`config.mk`:
```
export PLATFORM = sky130hd
export DESIGN_NAME = base64_stream_encoder
export DESIGN_NICKNAME = d
export VERILOG_FILES = /design/src/hdl/b64enc_pkg.sv /design/src/hdl/b64enc_front.sv /design/src/hdl/b64enc_fifo.sv /design/src/hdl/b64enc_back.sv /design/src/hdl/base64_stream_encoder.sv
export SDC_FILE = /design/constraint.sdc
export NUM_CORES = 1
export LEC_CHECK = 0
export BUFFER_PORTS_ARGS = -buffer_cell sky130_fd_sc_hd__buf_2
export CORE_MARGIN = 2
export CORE_UTILIZATION = 25
export CTS_CLUSTER_DIAMETER = 60
export DETAILED_ROUTE_END_ITERATION = 10
export PLACE_DENSITY = 0.5
export SLEW_MARGIN = 20
export SYNTH_ARGS = -nofsm -noshare
export SYNTH_HDL_FRONTEND = slang
export SYNTH_HIERARCHICAL = 1
export SYNTH_SLANG_ARGS = --single-unit
export TNS_END_PERCENT = 20
```
`constraint.sdc`:
```
create_clock -name clk_i -period 3.6 [get_ports clk_i]
set_input_delay 0.36 -clock clk_i [delete_from_list [all_inputs] [get_ports clk_i]]
set_output_delay 0.36 -clock clk_i [all_outputs]
set_load 0.03 [all_outputs]
```
`src/hdl/b64enc_pkg.sv`:
```
// Shared types, constants and the alphabet lookup for the base64 stream encoder.
`default_nettype none

package b64enc_pkg;

  // Number of completed groups that can wait between the front and the back.
  localparam int unsigned GrpDepth = 2;
  localparam int unsigned GrpPtrW  = (GrpDepth > 1) ? $clog2(GrpDepth) : 1;
  localparam int unsigned GrpCntW  = $clog2(GrpDepth + 1);

  // Padding character '='.
  localparam logic [7:0] PadChar = 8'h3D;

  // Number of characters per group and index width.
  localparam int unsigned CharsPerGrp = 4;
  localparam int unsigned CharIdxW    = $clog2(CharsPerGrp);
  localparam logic [CharIdxW-1:0] LastCharIdx = CharIdxW'(CharsPerGrp - 1);

  // Input request: one raw byte and the end-of-message flag.
  typedef struct packed {
    logic [7:0] data_byte;
    logic       message_end;
  } in_t;

  // Output request: one ASCII character with its markers.
  typedef struct packed {
    logic [7:0] out_char;
    logic       run_last;
    logic       stream_last;
  } out_t;

  // Completed group handed from the front to the back.
  typedef struct packed {
    logic [23:0] word;
    logic [1:0]  pad_cnt;
    logic        msg_last;
  } grp_t;

  // Status of the group queue.
  typedef struct packed {
    logic full;
    logic empty;
  } fifo_status_t;

  // Map a 6-bit value onto the standard base64 alphabet.
  function automatic logic [7:0] b64_char(input logic [5:0] v);
    logic [7:0] c;
    if (v inside {[6'd0 : 6'd25]}) begin
      c = 8'h41 + {2'b00, v};
    end else if (v inside {[6'd26 : 6'd51]}) begin
      c = 8'h61 + {2'b00, v} - 8'd26;
    end else if (v inside {[6'd52 : 6'd61]}) begin
      c = 8'h30 + {2'b00, v} - 8'd52;
    end else if (v == 6'd62) begin
      c = 8'h2B;
    end else begin
      c = 8'h2F;
    end
    return c;
  endfunction

endpackage

`default_nettype wire

```
`src/hdl/b64enc_front.sv`:
```
// Front part: collects input bytes into groups and pushes finished groups.
`default_nettype none

module b64enc_front (
  input  wire logic              clk_i,
  input  wire logic              rst_ni,
  input  wire logic              in_valid_i,
  output logic                   in_ready_o,
  input  wire b64enc_pkg::in_t   in_data_i,
  input  wire b64enc_pkg::fifo_status_t fifo_st_i,
  output logic                   push_o,
  output b64enc_pkg::grp_t       push_grp_o
);
  import b64enc_pkg::*;

  logic [1:0] count_q, count_d;
  logic [7:0] byte0_q, byte1_q;
  logic       accept;
  logic       store;
  logic       full_grp;

  // Accept only while the queue has room for a possible group.
  assign in_ready_o = !fifo_st_i.full;
  assign accept     = in_valid_i && in_ready_o;
  // A count above two is treated as two.
  assign full_grp   = count_q[1];
  assign store      = accept && !full_grp && !in_data_i.message_end;
  assign push_o     = accept && !store;

  // Build the group word and its padding from what is pending.
  always_comb begin
    push_grp_o.msg_last = in_data_i.message_end;
    if (full_grp) begin
      push_grp_o.word    = {byte0_q, byte1_q, in_data_i.data_byte};
      push_grp_o.pad_cnt = 2'd0;
    end else if (count_q == 2'd1) begin
      push_grp_o.word    = {byte0_q, in_data_i.data_byte, 8'h00};
      push_grp_o.pad_cnt = 2'd1;
    end else begin
      push_grp_o.word    = {in_data_i.data_byte, 16'h0000};
      push_grp_o.pad_cnt = 2'd2;
    end
  end

  // Pending count update.
  always_comb begin
    count_d = count_q;
    if (store) begin
      count_d = count_q + 2'd1;
    end else if (push_o) begin
      count_d = 2'd0;
    end
  end

  always_ff @(posedge clk_i or negedge rst_ni) begin
    if (!rst_ni) begin
      count_q <= 2'd0;
    end else begin
      count_q <= count_d;
    end
  end

  // Pending bytes carry no reset.
  always_ff @(posedge clk_i) begin
    if (store && count_q == 2'd0) begin
      byte0_q <= in_data_i.data_byte;
    end
    if (store && count_q == 2'd1) begin
      byte1_q <= in_data_i.data_byte;
    end
  end

endmodule

`default_nettype wire

```
`src/hdl/b64enc_fifo.sv`:
```
// Short queue of completed groups between the front and the back.
`default_nettype none

module b64enc_fifo (
  input  wire logic                clk_i,
  input  wire logic                rst_ni,
  input  wire logic                push_i,
  input  wire b64enc_pkg::grp_t    push_grp_i,
  input  wire logic                pop_i,
  output b64enc_pkg::grp_t         head_o,
  output b64enc_pkg::fifo_status_t status_o
);
  import b64enc_pkg::*;

  grp_t                 mem_q [GrpDepth];
  logic [GrpPtrW-1:0]   wr_ptr_q, wr_ptr_d;
  logic [GrpPtrW-1:0]   rd_ptr_q, rd_ptr_d;
  logic [GrpCntW-1:0]   cnt_q, cnt_d;

  assign status_o.full  = (cnt_q == GrpCntW'(GrpDepth));
  assign status_o.empty = (cnt_q == '0);
  assign head_o         = mem_q[rd_ptr_q];

  // Pointer and fill count update.
  always_comb begin
    wr_ptr_d = wr_ptr_q;
    rd_ptr_d = rd_ptr_q;
    cnt_d    = cnt_q;
    if (push_i) begin
      wr_ptr_d = (wr_ptr_q == GrpPtrW'(GrpDepth - 1)) ? '0 : wr_ptr_q + GrpPtrW'(1);
    end
    if (pop_i) begin
      rd_ptr_d = (rd_ptr_q == GrpPtrW'(GrpDepth - 1)) ? '0 : rd_ptr_q + GrpPtrW'(1);
    end
    if (push_i && !pop_i) begin
      cnt_d = cnt_q + GrpCntW'(1);
    end else if (pop_i && !push_i) begin
      cnt_d = cnt_q - GrpCntW'(1);
    end
  end

  always_ff @(posedge clk_i or negedge rst_ni) begin
    if (!rst_ni) begin
      wr_ptr_q <= '0;
      rd_ptr_q <= '0;
      cnt_q    <= '0;
    end else begin
      wr_ptr_q <= wr_ptr_d;
      rd_ptr_q <= rd_ptr_d;
      cnt_q    <= cnt_d;
    end
  end

  // Group storage.
  always_ff @(posedge clk_i) begin
    if (push_i) begin
      mem_q[wr_ptr_q] <= push_grp_i;
    end
  end

endmodule

`default_nettype wire

```
`src/hdl/b64enc_back.sv`:
```
// Back part: turns queued groups into four characters, one per cycle unless stalled.
`default_nettype none

module b64enc_back (
  input  wire logic                 clk_i,
  input  wire logic                 rst_ni,
  input  wire b64enc_pkg::grp_t     head_i,
  input  wire b64enc_pkg::fifo_status_t fifo_st_i,
  output logic                      pop_o,
  output logic                      out_valid_o,
  input  wire logic                 out_ready_i,
  output b64enc_pkg::out_t          out_data_o
);
  import b64enc_pkg::*;

  logic [CharIdxW-1:0] idx_q, idx_d;
  logic                out_valid_q, out_valid_d;
  out_t                out_q, out_d;
  logic                load;
  logic [5:0]          sextet;
  logic                is_pad;
  logic                last_char;

  assign load      = !fifo_st_i.empty && (!out_valid_q || out_ready_i);
  assign last_char = (idx_q == LastCharIdx);
  assign pop_o     = load && last_char;

  // Pick the sextet for the current character position.
  always_comb begin
    case (idx_q)
      2'd0:    sextet = head_i.word[23:18];
      2'd1:    sextet = head_i.word[17:12];
      2'd2:    sextet = head_i.word[11:6];
      default: sextet = head_i.word[5:0];
    endcase
  end

  // Trailing positions covered by the padding count become '='.
  assign is_pad = ({1'b0, idx_q} >= (3'd4 - {1'b0, head_i.pad_cnt}));

  always_comb begin
    out_d.out_char    = is_pad ? PadChar : b64_char(sextet);
    out_d.run_last    = last_char;
    out_d.stream_last = last_char && head_i.msg_last;
  end

  // Output register valid and character index.
  always_comb begin
    out_valid_d = out_valid_q;
    idx_d       = idx_q;
    if (load) begin
      out_valid_d = 1'b1;
      idx_d       = last_char ? '0 : idx_q + CharIdxW'(1);
    end else if (out_ready_i) begin
      out_valid_d = 1'b0;
    end
  end

  always_ff @(posedge clk_i or negedge rst_ni) begin
    if (!rst_ni) begin
      out_valid_q <= 1'b0;
      idx_q       <= '0;
    end else begin
      out_valid_q <= out_valid_d;
      idx_q       <= idx_d;
    end
  end

  always_ff @(posedge clk_i) begin
    if (load) begin
      out_q <= out_d;
    end
  end

  assign out_valid_o = out_valid_q;
  assign out_data_o  = out_q;

endmodule

`default_nettype wire

```
`src/hdl/base64_stream_encoder.sv`:
```
// Top level of the base64 stream encoder: front, group queue and back.
//
// Usage: raw bytes enter on the in channel (in_valid_i/in_ready_o/in_data_i),
// each request carrying data_byte and message_end. ASCII characters leave on
// the out channel (out_valid_o/out_ready_i/out_data_o) with run_last on the
// last character of a group and stream_last on the last of the message.
// A byte that does not close a group is stored and produces nothing. A byte
// that closes a group, or any byte with message_end set, releases four
// characters, padded with '=' for a partial final group.
// A group closed by an accepted byte is written into the group queue, and
// its first character is then registered in the output register. The back
// emits one character per cycle while the receiver is ready, so the output
// serializer limits the throughput. Bytes are taken every cycle while the
// two-entry group queue has room.
// Reset clears the pending count, the queue and the output valid flag; the
// first request may follow right away. When the receiver stalls, the
// current character holds; the queue fills, and then in_ready_o drops.
`default_nettype none

module base64_stream_encoder (
  input  wire logic             clk_i,
  input  wire logic             rst_ni,
  input  wire logic             in_valid_i,
  output logic                  in_ready_o,
  input  wire b64enc_pkg::in_t  in_data_i,
  output logic                  out_valid_o,
  input  wire logic             out_ready_i,
  output b64enc_pkg::out_t      out_data_o
);
  import b64enc_pkg::*;

  logic         push;
  logic         pop;
  grp_t         push_grp;
  grp_t         head_grp;
  fifo_status_t fifo_st;

  // Front: groups input bytes.
  b64enc_front u_front (
    .clk_i      (clk_i),
    .rst_ni     (rst_ni),
    .in_valid_i (in_valid_i),
    .in_ready_o (in_ready_o),
    .in_data_i  (in_data_i),
    .fifo_st_i  (fifo_st),
    .push_o     (push),
    .push_grp_o (push_grp)
  );

  // Queue of finished groups.
  b64enc_fifo u_fifo (
    .clk_i      (clk_i),
    .rst_ni     (rst_ni),
    .push_i     (push),
    .push_grp_i (push_grp),
    .pop_i      (pop),
    .head_o     (head_grp),
    .status_o   (fifo_st)
  );

  // Back: serializes characters.
  b64enc_back u_back (
    .clk_i       (clk_i),
    .rst_ni      (rst_ni),
    .head_i      (head_grp),
    .fifo_st_i   (fifo_st),
    .pop_o       (pop),
    .out_valid_o (out_valid_o),
    .out_ready_i (out_ready_i),
    .out_data_o  (out_data_o)
  );

  // The front never pushes into a full queue.
  assert property (@(posedge clk_i) disable iff (!rst_ni) !(push && fifo_st.full))
    else $error("group pushed into a full queue");

  // The back never pops an empty queue.
  assert property (@(posedge clk_i) disable iff (!rst_ni) !(pop && fifo_st.empty))
    else $error("group popped from an empty queue");

  // The message end always falls on the last character of a group.
  assert property (@(posedge clk_i) disable iff (!rst_ni)
      (out_valid_o && out_data_o.stream_last) |-> out_data_o.run_last)
    else $error("stream_last without run_last");

  // A pop loads a last character into the output register.
  assert property (@(posedge clk_i) disable iff (!rst_ni)
      pop |=> (out_valid_o && out_data_o.run_last))
    else $error("group retired without a closing character");

endmodule

`default_nettype wire
```
==> flow_summary.yaml, run 1 <==
min_path:
  hold_class: "primary input to flop"
  whs_endpoint: "u_front/byte0_q[2]$_DFFE_PP_"
  hold_start: "in_data_i[3]"
  min_path_cells: 1
cells_and_area:
  fin_nets: 352
  final_core_util: 0.292
  n_antenna_cell: 0
  areaGrowthSynthToFinish_pct: 15.3
  fill_cells: 1741
  drive_above_1_share: 0.287
setup_path:
  crit_slowest_cell: "dfrtp_1"
  r2r_end: "u_back/out_data_o[5]$_SDFFCE_PP1P_"
  crit_path_end_kind: "flop"
  crit_type: "flop to flop"
  worst-path-buf-inv: 2
  cp.arrival_ns: 3.39
  worstSetupStartpointType: "flop"
  r2r_cells: 11
  cp_max_fo: 6
  cp_cell_sequence: "buf_4 > mux2_4 > a21oi_1 > a22o_1 > inv_1 > ha_1 > and2b_1 > o311ai_2 > o311a_2 > nand2_1 > a211o_1"
  r2r_slack_ns: 0.30
  r2r_start: "u_fifo/rd_ptr_q$_DFFE_PN0P_"
  path_delay_family: "compound AO/OA/AOI/OAI gates"
  critPathRequiredTime_ns: 3.69
  critPathMaxStageDelay_ns: 0.51
placement:
  pre_cts_ws_ns: 0.371
  io_buffers: 24
  post-dp-hpwl_mm: 5.75
  gp_congestion: 0.891
global_routing:
  overflow: 0
  grt_max_degree: 28
  antenna_found_initial: 0
  grt_pass1_vias: 2400
  grt_pass1_wl_mm: 13.0
  track_usage: 0.0921
routing:
  ant_nets: 0
  first_pass_iters: 5
  wl_met2_mm: 3.60
  viasPerCell: 4.23
  vias: 2336
  drt_iter0_markers: 204
  routed_wl_mm: 7.89
  wirelength_met1_mm: 3.87
  wl_per_cell_um: 14.3
  dr_wl_met3_um: 269
  dr.max_layer_used: "met4"
  drc: 0
clock_tree:
  cts-root-buf: "clkbuf_16"
  cts.reportedPaths.clkPinSlew_ns: 0.06
  cts_buffer_depth: 2
  clk_latency_ns: 0.34
  cts_setup_buffers: 0
  cts_made_buffers: 9
  tritoncts: "yes"
  h-tree-depth: 3
  clock_sinks: 89
floorplanning:
  fp.coreArea_sq_um: 17100
  io_pins: 25
  die_x_um: 136
  die_y_um: 136
  core.rowCount: 48
  fp.dieArea_sq_um: 18400
  start_util: 0.253
power_and_ir_drop:
  leakage_uw: 0.00187
  clockPowerShare: 0.192
  pwr-share-seq: 0.332
  power.density_nw_per_um2: 978
  ir_drop_mv: 0.398
  p_switching_uw: 1880
  internal_power_uw: 3010
  switching_share: 0.385
  fin_total_pwr_uw: 4890
  p_comb_frac: 0.476
sta:
  timing.slew.headroom: 0.534
  hold_viol: 0
  finalClockSkew_ns: 0.00508
  setup_violations: 0
  fin_tns_setup_ns: 0
  fmax_mhz: 303
  fin_crit_ns: 3.30
  layout_setup_ws_ns: 0.299
  min_period_over_period: 0.917
  finalMaxSlewViolations: 0
  rsz0062_at_grt: "false"
  tightest_slew_ns: 0.699
synth:
  netlist-cell-type-count: 51
  synth_flop_cell: "edfxtp_1"
  synth_seq_cells: 89
  synth_cells: 290
  yosysWarnings: 6
  synth_nets: 320
  syn_avg_cell_area_sq_um: 14.9
  syn_area_sq_um: 4340
  async_flop_share: 0.101
  ys_seq_area_frac: 0.606
  synth_edf_count: 80
flow_run:
  drv_cap: 0
run_status:
  outcome: "completed"
state kept, by name (all words and copies together) (netlist names):
signal and flops:
u_back/idx_q 2, u_back/out_data_o 10, u_back/out_valid_o 1, u_fifo/cnt_q 2, u_fifo/mem_q 54, u_fifo/rd_ptr_q 1
u_fifo/wr_ptr_q 1, u_front/byte0_q 8, u_front/byte1_q 8, u_front/count_q 2
routing by layer:
layer	GRT usage	up-vias
met5	0	-
met4	0.0428	0
met3	0.0183	14
met2	0.139	52
met1	0.127	1110
li1	-	1160
stage by stage:
| step | hold WS (ns) | instances | area, sq um |
|---|---|---|---|
| detailed placement | 0.248 | 535 | 4690 |
| CTS | 0.231 | 552 | 5000 |
| global placement | 0.243 | 535 | 4690 |
| global route | 0.242 | 552 | 5000 |
| finish | 0.247 | 552 | 5000 |
| floorplan | 0.0644 | 290 | 4340 |
cell usage after synthesis, drive strengths merged (4+ instances only):
| library cell | number | share of area |
|---|---|---|
| nand3 | 4 | 0.0046 |
| a22o | 12 | 0.024 |
| nand2 | 5 | 0.0043 |
| inv | 19 | 0.016 |
| edfxtp | 80 | 0.55 |
| a21oi | 10 | 0.012 |
| and2 | 13 | 0.019 |
| dfrtp | 9 | 0.052 |
| mux2 | 39 | 0.12 |
| buf | 10 | 0.025 |
| nor2 | 11 | 0.012 |
| ha | 17 | 0.049 |
| o21ai | 12 | 0.014 |
| xor2 | 4 | 0.0081 |
power by group through the flow:
| stage | Combinational (uW) | Sequential, uW | Clock [uW] |
|---|---|---|---|
| 6_report | 2330 | 1620 | 940 |
| 3_3_place_gp | 2300 | 1640 | 0 |
| 5_1_grt | 2570 | 1650 | 1010 |
| 4_1_cts | 2330 | 1630 | 972 |
| 3_5_place_dp | 2310 | 1650 | 0 |
| 2_1_floorplan | 1740 | 1730 | 0 |
cells by family after synthesis:
logic type | after synthesis | share of synthesized area
flops | 89 | 0.606
xor+xnor | 7 | 0.0141
mux | 42 | 0.125
buf+inv | 29 | 0.0416
fa+ha+maj | 17 | 0.0491
other cells | 1 | 0.000865
compound gates | 59 | 0.101
simple gates | 46 | 0.0623
layout by cell type (no fill, tap or decap), types with 2 or more instances in the layout:
master,count
inv_1,19
a222oi_1,3
a21oi_1,10
a211oi_1,2
nor3_1,2
a22oi_1,2
ha_1,17
nand3_1,4
nand2b_1,3
xor2_1,4
o21ai_0,7
xnor2_1,3
nand2_1,5
edfxtp_1,80
mux2_4,19
nor2b_1,2
mux2_2,19
o21ai_1,5
a31oi_1,3
nor2_1,9
dfrtp_1,9
inv_6,3
a211o_1,2
buf_4,5
clkbuf_16,9
a22o_1,12
and2_1,13
buf_2,24
mux2i_1,3
worst max path at each step:
stage	from	depth (start not counted)	slack, ns	to
after global routing	u_back/idx_q[0]$_DFFE_PN0P_	11	0.06	u_back/out_data_o[4]$_SDFFCE_PP1P_
after CTS	u_fifo/rd_ptr_q$_DFFE_PN0P_	11	0.34	u_back/out_data_o[4]$_SDFFCE_PP1P_
after global placement	u_fifo/rd_ptr_q$_DFFE_PN0P_	11	0.44	u_back/out_data_o[4]$_SDFFCE_PP1P_
final	u_fifo/rd_ptr_q$_DFFE_PN0P_	11	0.30	u_back/out_data_o[5]$_SDFFCE_PP1P_
after detailed placement	u_fifo/rd_ptr_q$_DFFE_PN0P_	11	0.37	u_back/out_data_o[4]$_SDFFCE_PP1P_
after floorplan	u_fifo/rd_ptr_q$_DFFE_PN0P_	12	0.58	u_back/out_data_o[4]$_SDFFCE_PP1P_
area by class of cell:
| cell class | instances | area [sq um] | share of cell area |
|---|---|---|---|
| multi-input combinational | 172 | 1530 | 0.306 |
| clock inverter | 6 | 72.6 | 0.0145 |
| sequential | 89 | 2630 | 0.526 |
| inverter | 19 | 71.3 | 0.0143 |
| tap | 225 | 282 | 0.0563 |
| timing repair buffer | 31 | 188 | 0.0375 |
| clock buffer | 10 | 229 | 0.0458 |
timing repair:
item | in CTS | in global routing
hold buffers | 1 | 0
hold endpoints to repair | 9 | 0
resized for setup | 0 | 0
(Power assumes the default switching activity.)
==> run 2: changes to the inputs <==
--- a/config.mk
+++ b/config.mk
@@ -12,2 +12,3 @@
 export DETAILED_ROUTE_END_ITERATION = 10
+export MAX_ROUTING_LAYER = met4
 export PLACE_DENSITY = 0.5
@@ -18,2 +19,2 @@
 export SYNTH_SLANG_ARGS = --single-unit
-export TNS_END_PERCENT = 20
+export TNS_END_PERCENT = 30
==> constraint.sdc (replaced) <==
create_clock -name clk_i -period 3.6 [get_ports clk_i]
set_input_delay 0 -clock clk_i [delete_from_list [all_inputs] [get_ports clk_i]]
set_output_delay 0 -clock clk_i [all_outputs]
set_load 0.03 [all_outputs]
==> run 2 against run 1 <==
Effect of this change: setup slack gained 0.030 ns; clock skew is essentially flat; fmax grew 0.92%; sequential share of layout area shrank 1.0 points; cell count grew 1.8%; total power grew 0.20%; utilization grew 0.58 points; largest cell class unchanged; via count grew 3.0%; first-iteration DRC count shrank 12%; global-route usage grew 0.32 points.
==> flow_summary.yaml, run 2 (synthesis gave the netlist of run 1 again) <==
run_status:
  outcome: "completed"
global_routing:
  overflow: 0
  grt_pass1_vias: 2451
  antenna_found_initial: 0
  grt_max_degree: 28
  track_usage: 0.0953
  grt_pass1_wl_mm: 13.1
setup_path:
  path_delay_family: "compound AO/OA/AOI/OAI gates"
  critPathRequiredTime_ns: 3.69
  cp_max_fo: 19
  cp.arrival_ns: 3.36
  cp_cell_sequence: "buf_12 > mux2_4 > a22oi_1 > a22o_1 > inv_1 > ha_1 > and2b_1 > o311ai_2 > o311a_2 > o211ai_2 > a211o_1"
  crit_path_end_kind: "flop"
  crit_path_start: "u_fifo/rd_ptr_q$_DFFE_PN0P_"
  worstSetupStartpointType: "flop"
  r2r_start: "u_fifo/rd_ptr_q$_DFFE_PN0P_"
  critPathMaxStageDelay_ns: 0.51
  worst-path-buf-inv: 2
  crit_slowest_cell: "dfrtp_1"
  crit_type: "flop to flop"
power_and_ir_drop:
  leakage_uw: 0.00192
  power.density_nw_per_um2: 961
  ir_drop_mv: 0.400
floorplanning:
  fp.coreArea_sq_um: 17100
  fp.dieArea_sq_um: 18400
  start_util: 0.253
  die_x_um: 136
  die_y_um: 136
  core.rowCount: 48
  io_pins: 25
cells_and_area:
  mostFrequentLayoutCell: "edfxtp_1"
  n_antenna_cell: 0
  final_cells: 562
  fin_nets: 362
  drive_above_1_share: 0.279
  areaGrowthSynthToFinish_pct: 17.6
  top_register: "u_fifo/mem_q"
  layout_common_cells: "edfxtp_1, buf_2, inv_1, mux2_2, mux2_4"
  largest_reg_flops: 54
sta:
  fin_crit_ns: 3.27
  setup_violations: 0
  rsz0062_at_grt: "false"
  fin_tns_setup_ns: 0
  timing.slew.headroom: 0.525
  tightest_slew_ns: 0.713
  finalMaxSlewViolations: 0
  finalClockSkew_ns: 0.00540
  hold_viol: 0
  min_period_over_period: 0.909
  fmax_mhz: 306
clock_tree:
  cts.reportedPaths.clkPinSlew_ns: 0.06
  clk_latency_ns: 0.34
  clock_sinks: 89
  cts-root-buf: "clkbuf_16"
  cts_buffer_depth: 2
  h-tree-depth: 3
  tritoncts: "yes"
  cts_made_buffers: 9
  cts_setup_buffers: 0
placement:
  placed_cells: 535
  post-dp-hpwl_mm: 5.75
  io_buffers: 24
  gp_congestion: 0.906
routing:
  viasPerCell: 4.28
  routed_wl_mm: 7.90
  vias: 2406
  drc: 0
  wl_per_cell_um: 14.1
  ant_nets: 0
  drt_iter0_markers: 179
  first_pass_iters: 4
flow_run:
  drv_cap: 0
min_path:
  hold_class: "primary input to async pin"
[run 2: cell types whose count changed in the layout (fill, tap and decap cells not counted)]
cell,before,now
dlygate4sd3_1,1,11
[run 2: through the flow]
stage | setup slack [ns] | hold WS, ns | cell area, sq um | util | total power, uW
finish | 0.329 | 0.0654 | 5100 | 0.298 | 4900
detailed placement | 0.371 | -0.112 | 4690 | 0.274 | 3960
global route | 0.0593 | 0.0824 | 5100 | 0.298 | 5240
floorplan | 0.578 | -0.296 | 4340 | - | 3470
CTS | 0.336 | 0.0718 | 5100 | 0.298 | 4940
global placement | 0.439 | -0.117 | 4690 | 0.274 | 3950
[run 2: final timing paths]
kind                                                       to  slack, ns  cells past startpoint
max                        u_back/out_data_o[4]$_SDFFCE_PP1P_       0.33                     11
min                               u_back/idx_q[0]$_DFFE_PN0P_       0.07                      2
max reg2reg                u_back/out_data_o[4]$_SDFFCE_PP1P_       0.33                     11
min reg2reg                       u_fifo/cnt_q[1]$_DFFE_PN0P_       0.51                      1
max in group asynchronous         u_fifo/wr_ptr_q$_DFFE_PN0P_       3.33                      2
min in group clk_i             u_front/count_q[1]$_DFFE_PN0P_       0.08                      3
[run 2: timing repair]
item | in CTS | in global routing
resized for setup | 0 | 0
hold buffers | 11 | 0
hold endpoints to repair | 28 | 0
[run 2: routing by layer]
| metal | global-route usage | up-vias | part of all wire |
|---|---|---|---|
| met1 | 0.128 | 1157 | 0.49 |
| met4 | 0.0446 | 0 | 0.020 |
| met5 | - | - | 0 |
| met3 | 0.0176 | 14 | 0.036 |
| li1 | - | 1182 | - |
| met2 | 0.139 | 53 | 0.46 |
[run 2: power breakdown]
part | switching (uW) | total, uW | internal [uW]
Combinational | 1380 | 2340 | 958
Sequential | 114 | 1620 | 1510
Clock | 391 | 940 | 549
[run 2: layout make-up]
class	instances	area (sq um)
inverters	19	71.3
clock buffers	10	229
well taps	225	282
flip-flops and latches	89	2630
repair buffers	41	288
multi-input cells	172	1530
clock inverters	6	72.6
fillers	1733	12000
[run 2: worst reg2reg max path: stages (launching register included)]
cell      delay, ns
dfrtp_1        0.51
buf_12         0.23
mux2_4         0.31
a22oi_1        0.16
a22o_1         0.28
inv_1          0.14
ha_1           0.26
and2b_1        0.18
o311ai_2       0.27
o311a_2        0.30
o211ai_2       0.09
a211o_1        0.29
